## src/sv/lu8_pkg.sv

```systemverilog
`default_nettype none

package lu8_pkg;

  localparam int unsigned ByteW  = 8;
  localparam int unsigned CpW    = 21;
  localparam int unsigned NarrowW = 16;
  localparam int unsigned OwedW  = 2;

  // Bytes still owed once a lead byte has been seen.
  localparam logic [OwedW-1:0] OWED_NONE  = 2'd0;
  localparam logic [OwedW-1:0] OWED_ONE   = 2'd1;
  localparam logic [OwedW-1:0] OWED_TWO   = 2'd2;
  localparam logic [OwedW-1:0] OWED_THREE = 2'd3;

  // Lead byte prefixes.
  localparam logic [2:0] LEAD2_PFX = 3'b110;
  localparam logic [3:0] LEAD3_PFX = 4'b1110;
  localparam logic [4:0] LEAD4_PFX = 5'b11110;

  typedef struct packed {
    logic [CpW-1:0]   partial;
    logic [OwedW-1:0] owed;
  } lu8_state_t;

  typedef struct packed {
    logic           emit;
    logic [CpW-1:0] code_point;
  } lu8_result_t;

endpackage

`default_nettype wire

```

## src/sv/lu8_step.sv

```systemverilog
`default_nettype none

module lu8_step (
  input  wire lu8_pkg::lu8_state_t  state_cur,
  input  wire [7:0]                 byte_in,
  input  wire                       last_in,
  input  wire                       narrow_in,
  output lu8_pkg::lu8_state_t       state_nxt,
  output lu8_pkg::lu8_result_t      result
);
  import lu8_pkg::*;

  logic [CpW-1:0] shifted;
  logic [CpW-1:0] raw_cp;
  logic           emit;

  // Shifting left by six and keeping 21 bits drops the top six of the partial value.
  assign shifted = {state_cur.partial[CpW-7:0], byte_in[5:0]};

  always_comb begin
    state_nxt = state_cur;
    raw_cp    = '0;
    emit      = 1'b0;
    priority if (state_cur.owed != OWED_NONE) begin
      state_nxt.owed    = state_cur.owed - OWED_ONE;
      state_nxt.partial = shifted;
      if (state_cur.owed == OWED_ONE) begin
        emit              = 1'b1;
        raw_cp            = shifted;
        state_nxt.partial = '0;
      end
    end else if (!byte_in[7]) begin
      emit   = 1'b1;
      raw_cp = {{(CpW-ByteW){1'b0}}, byte_in};
    end else if (byte_in[7:5] == LEAD2_PFX) begin
      state_nxt.partial = {{(CpW-5){1'b0}}, byte_in[4:0]};
      state_nxt.owed    = OWED_ONE;
    end else if (byte_in[7:4] == LEAD3_PFX) begin
      state_nxt.partial = {{(CpW-4){1'b0}}, byte_in[3:0]};
      state_nxt.owed    = OWED_TWO;
    end else if (byte_in[7:3] == LEAD4_PFX) begin
      state_nxt.partial = {{(CpW-3){1'b0}}, byte_in[2:0]};
      state_nxt.owed    = OWED_THREE;
    end else begin
      // Stray continuation byte or 0xF8 and up: skipped.
      state_nxt = state_cur;
    end

    // The end of a buffer drops any open sequence.
    if (last_in) begin
      state_nxt.partial = '0;
      state_nxt.owed    = OWED_NONE;
    end
  end

  assign result.emit       = emit;
  assign result.code_point = narrow_in ? {{(CpW-NarrowW){1'b0}}, raw_cp[NarrowW-1:0]} : raw_cp;

endmodule

`default_nettype wire

```

## src/sv/lenient_utf8_decoder_core.sv

```systemverilog
`default_nettype none

// Lenient UTF-8 decoder: one byte per input transaction, at most one code point per
// output transaction. A byte is registered on entry, decoded from that register against
// the open sequence state, and any code point lands in an output register; the block
// takes one byte every cycle while the output register is free or being drained, and a
// code point is presented from the output register once its final byte has passed the
// input register and the decode stage. The state update of the decode stage sets that
// rate. Continuation bytes are not checked, stray bytes are skipped, and a sequence cut
// by end_of_buffer is dropped. Writing 1 to the configuration port keeps only the low 16
// bits of each code point; write it only while the block is idle.
module lenient_utf8_decoder_core (
  input  wire        clk,
  input  wire        rst_n,
  input  wire        in_valid,
  output logic       in_ready,
  input  wire [7:0]  in_byte,
  input  wire        in_end_of_buffer,
  output logic       out_valid,
  input  wire        out_ready,
  output logic [20:0] out_code_point,
  input  wire        cfg_valid,
  output logic       cfg_ready,
  input  wire        cfg_data
);
  import lu8_pkg::*;

  logic           in_vld_r;
  logic [7:0]     byte_r;
  logic           last_r;
  logic           narrow_r;
  lu8_state_t     state_r;
  lu8_state_t     state_nxt;
  lu8_result_t    result;
  logic           out_vld_r;
  logic [CpW-1:0] cp_r;
  logic           advance;

  // The decode stage moves when the output register is free or being drained.
  assign advance   = in_vld_r && (!out_vld_r || out_ready);
  assign in_ready  = !in_vld_r || advance;
  assign cfg_ready = 1'b1;

  lu8_step u_step (
    .state_cur (state_r),
    .byte_in   (byte_r),
    .last_in   (last_r),
    .narrow_in (narrow_r),
    .state_nxt (state_nxt),
    .result    (result)
  );

  always_ff @(posedge clk) begin
    if (!rst_n) begin
      in_vld_r  <= 1'b0;
      out_vld_r <= 1'b0;
      narrow_r  <= 1'b0;
      state_r   <= '0;
    end else begin
      if (cfg_valid) begin
        narrow_r <= cfg_data;
      end
      if (in_ready) begin
        in_vld_r <= in_valid;
      end
      if (advance) begin
        state_r <= state_nxt;
      end
      if (advance) begin
        out_vld_r <= result.emit;
      end else if (out_ready) begin
        out_vld_r <= 1'b0;
      end
    end
  end

  always_ff @(posedge clk) begin
    if (in_valid && in_ready) begin
      byte_r <= in_byte;
      last_r <= in_end_of_buffer;
    end
    if (advance && result.emit) begin
      cp_r <= result.code_point;
    end
  end

  assign out_valid      = out_vld_r;
  assign out_code_point = cp_r;

endmodule

`default_nettype wire
```

## config.mk

```make
export PLATFORM = sky130hd
export DESIGN_NAME = lenient_utf8_decoder_core
export DESIGN_NICKNAME = d
export VERILOG_FILES = /design/src/sv/lu8_pkg.sv /design/src/sv/lu8_step.sv /design/src/sv/lenient_utf8_decoder_core.sv
export SDC_FILE = /design/constraint.sdc
export NUM_CORES = 1
export LEC_CHECK = 0
export BUFFER_PORTS_ARGS = -buffer_cell sky130_fd_sc_hd__buf_2
export CELL_PAD_IN_SITES_DETAIL_PLACEMENT = 1
export CELL_PAD_IN_SITES_GLOBAL_PLACEMENT = 2
export CORE_ASPECT_RATIO = 1.75
export CORE_MARGIN = 2
export CORE_UTILIZATION = 35
export DETAILED_ROUTE_END_ITERATION = 7
export PLACE_DENSITY = 0.79
export SYNTH_ARGS = -nofsm -noshare
export SYNTH_HDL_FRONTEND = slang
export SYNTH_HIERARCHICAL = 1
export SYNTH_SLANG_ARGS = --single-unit
```

## constraint.sdc

```tcl
create_clock -name clk -period 3.05 [get_ports clk]
set_input_delay 0.61 -clock clk [delete_from_list [all_inputs] [get_ports clk]]
set_output_delay 0.61 -clock clk [all_outputs]
set_load 0.02 [all_outputs]
```

==> results.toml, run 1 <==
[cts]
clk-insertion-delay-late_ns = 0.29
htree_levels = 2
cts_tree = "built"
clockRootBuffer = "clkbuf_16"
cts_num_sinks = 50
clockBufferDepth = 2
ctsHoldBuffers = 0
cts_setup_buffers = 0
cts_resized = 0
cts_buffers = 5
clk_pin_slew_worst_paths_ns = 0.06

[setup_path]
worst_setup_path_end_kind = "flop"
worstPathArrival_ns = 2.15
crit_fanout = 21
worst_setup_path_start_kind = "flop"
path_class = "reg2reg"
cp.required_ns = 3.01

[finish]
layout-area-overhead-vs-synth_pct = 11.93
nNetsFinal = 274
layout_common_cells = "nand2_1, buf_2, edfxtp_1"
diodes = 0
stdcell_count = 344
layout-drive-gt1-share = 0.2808
layout_commonest_cell = "nand2_1"

[drt]
wire_per_inst_um = 15.89
first_iter_violations = 44
dr_total_vias = 1747
firstDrtPassIters = 4
remaining_drc_errors = 0
wl_um = 5467
drtAntennaViolNets = 0
avgViaCountPerCell = 5.078

[power]
pwr-share-comb = 0.068
peakVddDrop_v = 0.0003379
p_clk_frac = 0.394
power_density_mw_per_mm2 = 500.2
p_int_w = 0.001088
switching_share = 0.2215
p_leak_nw = 0.9603
pwr-share-seq = 0.538
netSwitchingPower_w = 0.0003095

[timing]
worst_pin_slew_ns = 0.8614
hold_viol = 0
layout_setup_ws_ns = 0.8575
whs_ns = 0.4777
clock.fmax_mhz = 456.1
min_period_ns = 2.193
setup_tns_ns = 0
rsz0062_at_grt = "false"
slew_viol_final = 0
finalSetupViolCount = 0
period_share = 0.7189
fin_worst_skew_ns = 0.002659
relSlewSlack = 0.4258

[grt]
grt_pass1_wl_um = 8873
grt_max_degree = 38
grt_pass1_vias = 1720
overflow = 0
antenna_found_initial = 0
grt_usage = 0.1566

[synth]
ys.warnings.count = 6
synth_area_mm2 = 0.002496
syn_nets = 247
synth.avg_cell_area_um2 = 10.76
syn_inst = 232

[placement]
port_buffers = 37
place_inst = 336
dp_hpwl_um = 3884
gp_congestion = 0.7802
pre_cts_ws_ns = 0.8108

[hold_path]
hold_path_class = "reg2reg"

[die]
die-area_mm2 = 0.007850
fp.dieH_um = 115.7
die_w_um = 67.84
ioPinCount = 39
rows = 40
core_mm2 = 0.006907
start_util = 0.3614

[status]
status = "completed"

[run]
max_cap_violations = 0
layer usage:
metal	wire length (um)	GRT usage	vias up
met2	3067	0.2876	35
met5	0	0	-
met4	116	0.06667	0
met3	170	0.03010	7
met1	2112	0.1688	847
li1	-	-	858
power by group through the flow:
stage	clock network [W]	registers, W	logic, W
3_5_place_dp	0	0.000767	0.0000978
2_1_floorplan	0	0.000768	0.0000734
4_1_cts	0.000568	0.000752	0.0000981
3_3_place_gp	0	0.000767	0.0000962
5_1_grt	0.000593	0.000755	0.000105
6_report	0.000550	0.000752	0.0000955
final cells by class:
cell class,instances,area [um^2]
clock buffer,6,138.9
clock inverter,2,7.507
fill,781,4113
inverter,2,7.507
multi-input combinational,160,1026
sequential,50,1301
tap,84,105.1
timing repair buffer,40,207.7
worst max-delay path, cell delays in order, from the launching register on:
cell and delay, ns:
dfxtp_1 0.58, inv_1 0.25, a21oi_1 0.50, nand2_1 0.13, nor2_2 0.09, buf_4 0.30
final timing paths:
check | endpoint | from | depth (start not counted) | slack, ns
worst max register to register | out_code_point[3] | state_r[0] | 5 | 0.86
worst max-delay path | out_code_point[3] | state_r[0] | 5 | 0.86
worst min-delay path | state_r[5] | state_r[5] | 2 | 0.48
worst min register to register | state_r[5] | state_r[5] | 2 | 0.48
per-stage QoR:
step             util  power (W)  area, um^2
2_1_floorplan       -  0.0008411        2496
3_3_place_gp   0.3833  0.0008628        2648
3_5_place_dp   0.3833  0.0008649        2648
4_1_cts        0.4045   0.001419        2794
5_1_grt        0.4045   0.001452        2794
6_report       0.4045   0.001397        2794
flip-flops by register name (all words and copies together) (netlist names):
| register | flops |
|---|---|
| byte_r | 8 |
| in_vld_r | 1 |
| last_r | 1 |
| narrow_r | 1 |
| out_code_point | 21 |
| out_valid | 1 |
| state_r | 17 |
Power figures use the tool's default switching activity.
==> run 2: changes to the inputs <==
Settings changed: ABC_AREA set to 1, CORE_UTILIZATION 35 to 30, PLACE_DENSITY 0.79 to 0.78.
Clock period 3.05 ns to 1.85 ns, I/O delays scaled along.
==> run 2 against run 1 <==
Effect of this change:
- synthesized cell count is 30% higher
- cell area is 4.9% higher
- cell count is 26% higher
- sequential power is 72% higher
- flip-flop and latch count stayed put
- clock power is 69% higher
- combinational power grew to 3.9 times the previous value
- critical path depth stayed put
- hold slack worse by 0.23 ns
- largest cell class unchanged
- utilization is 3.7 points lower
==> results.toml, run 2 <==
[setup_path]
rr_startpoint = "byte_r[7]"
startpoint = "byte_r[7]"
worst_setup_path_start_kind = "flop"
path_class = "reg2reg"
worstPathArrival_ns = 1.57
rrSetupSlack_ns = 0.20
cp.required_ns = 1.77
crit_fanout = 21
worst_setup_path_end_kind = "flop"

[drt]
first_iter_violations = 111
wire_per_inst_um = 14.18
dr_total_vias = 2050
avgViaCountPerCell = 4.734
remaining_drc_errors = 0
drtAntennaViolNets = 0
firstDrtPassIters = 4
wl_um = 6141

[hold_path]
hold_path_class = "in2reg"
min_from = "in_byte[1]"

[placement]
port_buffers = 37
placedInstanceArea_mm2 = 0.002756
place_inst = 422
dp_hpwl_um = 4416
gp_congestion = 0.7973

[finish]
largest_register_ffs = 21
layout-area-overhead-vs-synth_pct = 17.93
layout_common_cells = "nand2_1, inv_1, nor2_1"
layout_commonest_cell = "nand2_1"
layout-drive-gt1-share = 0.2449
finalInstanceArea_mm2 = 0.002930
post-route-util = 0.3680
stdcell_count = 433
diodes = 0
nNetsFinal = 357

[die]
ioPinCount = 39
die_w_um = 72.80
core_mm2 = 0.007963
fp.dieH_um = 124.4
die-area_mm2 = 0.009055
rows = 43
start_util = 0.3121

[cts]
cts_num_sinks = 50
clockRootBuffer = "clkbuf_16"
ctsHoldBuffers = 0
clk-insertion-delay-late_ns = 0.29
clk_pin_slew_worst_paths_ns = 0.06
cts_tree = "built"
htree_levels = 2
cts_buffers = 5
clockBufferDepth = 2

[power]
peakVddDrop_v = 0.0003230
p_leak_nw = 1.208
pwr-share-seq = 0.497
netSwitchingPower_w = 0.0006721
power_density_mw_per_mm2 = 885.5
pwr-share-comb = 0.145
p_clk_frac = 0.358
switching_share = 0.2590
p_int_w = 0.001923

[synth]
ys.warnings.count = 6
synth.avg_cell_area_um2 = 8.255
syn_nets = 316
synth_area_mm2 = 0.002485
syn_inst = 301

[timing]
min_period_ns = 1.647
fin_worst_skew_ns = 0.003568
setup_tns_ns = 0
hold_viol = 0
relSlewSlack = 0.5440
finalSetupViolCount = 0
worst_pin_slew_ns = 0.6824
period_share = 0.8902
whs_ns = 0.2517
slew_viol_final = 0
rsz0062_at_grt = "false"
clock.fmax_mhz = 607.2

[grt]
use_met2 = 0.2572
grt_usage = 0.1480
grt_max_degree = 36
grt_pass1_wl_um = 10370
antenna_found_initial = 0
grt_use_met1 = 0.1713
gr-max-usage-layer = "met2"
grt_pass1_vias = 2121
overflow = 0
use_met3 = 0.02508

[status]
status = "completed"

[run]
max_cap_violations = 0
==> run 2: worst max-delay path, cell delays in order, from the launching register on <==
cell	delay [ns]
edfxtp_1	0.43
inv_1	0.10
o21ai_1	0.07
inv_1	0.06
inv_1	0.06
nor2_4	0.55
==> run 2: metrics by stage <==
| stage | power [W] | setup slack [ns] |
|---|---|---|
| final | 0.002595 | 0.2031 |
| after global routing | 0.002730 | 0.03389 |
| after CTS | 0.002635 | 0.1170 |
| after detailed placement | 0.001693 | 0.1290 |
| after global placement | 0.001687 | 0.1416 |
| after floorplan | 0.001584 | 0.1432 |
==> run 2: worst paths after layout <==
kind / end / depth (start not counted)
setup / recovery: out_code_point[3] / 5
setup reg to reg: out_code_point[3] / 5
hold / removal: byte_r[1] / 1
hold reg to reg: state_r[3] / 2
==> run 2: cell type report <==
cell class / instances / area, um^2
Clock buffer: 8 / 146.4
Fill cell: 993 / 5032
Inverter: 49 / 186.4
Multi-Input combinational cell: 182 / 870.8
Sequential cell: 50 / 1301
Tap cell: 90 / 112.6
Timing Repair Buffer: 54 / 312.8
==> run 2: per-layer routing <==
layer	wire length [um]	up-vias
met3	209	9
met1	2508	972
li1	-	1028
met2	3295	41
met4	128	0
met5	0	-
==> run 2: repair_timing <==
item | 4_1_cts | 5_1_grt
buffers inserted | 0 | 3
endpoints found under the setup margin | 0 | 5
gates resized for setup | 0 | 3
==> run 2: power by group through the flow <==
stage | registers [W] | logic, W | clock network, W
finish | 0.00129 | 0.000375 | 0.000929
floorplan | 0.00133 | 0.000252 | 0
global placement | 0.00132 | 0.000371 | 0
CTS | 0.00129 | 0.000378 | 0.000965
global route | 0.00130 | 0.000429 | 0.00100
detailed placement | 0.00132 | 0.000377 | 0
==> run 3: changes to the inputs <==
Settings changed: MAX_ROUTING_LAYER set to met4, SYNTH_HIERARCHICAL 1 to unset, TNS_END_PERCENT set to 5.
==> run 3 against run 2 <==
Effect of this change:
- fmax up 5.8%
- cell count down 18%
- flip-flop and latch count unchanged
- clock power up 6.4%
- cell area down 14%
- via count down 25%
- sequential power about the same
- non-clock buffer count down 13
- critical endpoint is now in_ready
==> results.toml, run 3 <==
[status]
status = "completed"

[setup_path]
path_class = "reg2out"
crit_chain = "inv_1 > nor2_2 > nand2_1 > buf_2"
cp.required_ns = 1.48
critPathBufInv = 2
crit_path_top_delay_cell = "dfxtp_1"
crit_fanout = 4
worst_setup_path_start_kind = "flop"
critPathTopFamily = "simple AND/OR/NAND/NOR gates"
critPathMaxStageDelay_ns = 0.32
rr_startpoint = "byte_r[7]"
r2r-end = "state_r[15]"
rrSetupSlack_ns = 0.41
worst_setup_path_end_kind = "output port"
worstPathArrival_ns = 1.19
ff2ff_path_depth = 8

[grt]
grt_pass1_wl_um = 6913
grt_usage = 0.1252
grt_pass1_vias = 1509
antenna_found_initial = 0
grt_max_degree = 23
overflow = 0

[synth]
synth_cell_types = 23
yosysSeqAreaShare = 0.6254
syn_nets = 243
synth_compound_area_frac = 0.02646
synth_flop_cell = "edfxtp_1"
synth_top_area_frac = 0.4330
synth_top_family_by_area = "simple AND/OR/NAND/NOR gates"
synth_mux_area_frac = 0
syn_inst = 228
synth_area_leaders = "edfxtp_1, dfxtp_1, nor2_1, nand2_1, inv_1"
async_flop_share = 0
synth_area_mm2 = 0.002081
synth.avg_cell_area_um2 = 9.126
yosysMostFrequentCell = "nor2_1"
synth_edf_count = 30
synthXorXnorAreaFrac = 0
yosys-top-cells-count = "nor2_1, nand2_1, edfxtp_1, inv_1, dfxtp_1"
ys_ff_latch = 50
synth-simple-area-share = 0.2634
synth.largest_area_cell = "edfxtp_1"
synth_fa_ha_area_frac = 0
ys.warnings.count = 0

[timing]
hold_viol = 0
rsz0062_at_grt = "false"
clock.fmax_mhz = 642.1
slew_viol_final = 0
finalSetupViolCount = 0
whs_ns = 0.2531
fin_worst_skew_ns = 0.005938
min_period_ns = 1.557
setup_tns_ns = 0
period_share = 0.8418

[power]
p_leak_nw = 1.104
power_density_mw_per_mm2 = 1003
peakVddDrop_v = 0.0006650

[hold_path]
min_from = "in_byte[2]"
hold_end = "byte_r[2]"
hold_path_depth = 1
hold_path_class = "in2reg"

[finish]
multi_input_area_um2 = 613.1
layout_commonest_cell = "nor2_1"
nNetsFinal = 284
layout-drive-gt1-share = 0.2379
layout-area-overhead-vs-synth_pct = 21.05
diodes = 0
fill_cells = 829
largest_register_ffs = 21
layout_common_cells = "nor2_1, nand2_1, buf_2"
seq_area_mm2 = 0.001301

[drt]
firstDrtPassIters = 4
drtAntennaViolNets = 0
wire_per_inst_um = 11.77
remaining_drc_errors = 0
wl_um = 4154
dr_total_vias = 1528
first_iter_violations = 58
avgViaCountPerCell = 4.329

[cts]
clockBufferDepth = 2
cts_tree = "built"
ctsHoldBuffers = 0
clk-insertion-delay-late_ns = 0.29
cts_resized = 0
cts_buffers = 5
cts_setup_buffers = 0
clk_pin_slew_worst_paths_ns = 0.06
clockRootBuffer = "clkbuf_16"
cts_num_sinks = 50
htree_levels = 2

[die]
die-area_mm2 = 0.007644
start_util = 0.3057
ioPinCount = 39
die_w_um = 66.96
core_mm2 = 0.006807
fp.dieH_um = 114.2
rows = 40

[run]
max_cap_violations = 0

[placement]
dp_hpwl_um = 3109
port_buffers = 37
gp_congestion = 0.7470
-- run 3: worst reg2reg max path, stage by stage (launching register included) --
cell,delay [ns]
edfxtp_1,0.43
nand2_2,0.13
clkinv_1,0.08
nand2_2,0.09
nand3_4,0.16
nand2_4,0.25
nand2_1,0.09
nand2_1,0.06
nor2_1,0.04
-- run 3: area by class of cell --
class                      count  share of cell area
tap                           84             0.04173
multi-input combinational    139              0.2434
inverter                      32             0.04769
timing repair buffer          41             0.08544
sequential                    50              0.5166
clock buffer                   7             0.06508
-- run 3: power by group --
group	leakage (nW)	switching [W]	internal (W)
combinational	0.572	0.000182	0.0000863
sequential	0.450	0.0000274	0.00124
clock	0.0811	0.000375	0.000613
-- run 3: per-stage QoR --
| stage | setup slack (ns) | std cells | cell area (um^2) | utilization | total power [W] |
|---|---|---|---|---|---|
| finish | 0.2926 | 353 | 2519 | 0.3700 | 0.002527 |
| global route | 0.2081 | 353 | 2519 | 0.3700 | 0.002660 |
| global placement | 0.4341 | 346 | 2355 | 0.3460 | 0.001565 |
| detailed placement | 0.4022 | 346 | 2355 | 0.3460 | 0.001573 |
| floorplan | 0.2401 | 228 | 2087 | - | 0.001493 |
| CTS | 0.2642 | 353 | 2519 | 0.3700 | 0.002580 |
-- run 3: routing by layer --
metal | wire (um) | vias up | GRT usage
li1 | - | 778 | -
met5 | 0 | - | -
met4 | 76 | 0 | 0.05306
met1 | 1591 | 709 | 0.1233
met2 | 2317 | 33 | 0.2253
met3 | 168 | 8 | 0.03245
-- run 3: worst max path at each step --
stage | start | end | slack, ns | depth (start not counted)
after floorplan | state_r[1] | out_code_point[0] | 0.24 | 5
after global placement | state_r[0] | out_code_point[17] | 0.43 | 5
after detailed placement | byte_r[7] | state_r[7] | 0.40 | 8
after CTS | out_valid | in_ready | 0.26 | 4
after global routing | out_valid | in_ready | 0.21 | 4
final | out_valid | in_ready | 0.29 | 4
-- run 3: kinds of logic after synthesis --
group,after synthesis
simple gates,128
other cells,1
compound gates,10
flops,50
buf+inv,39
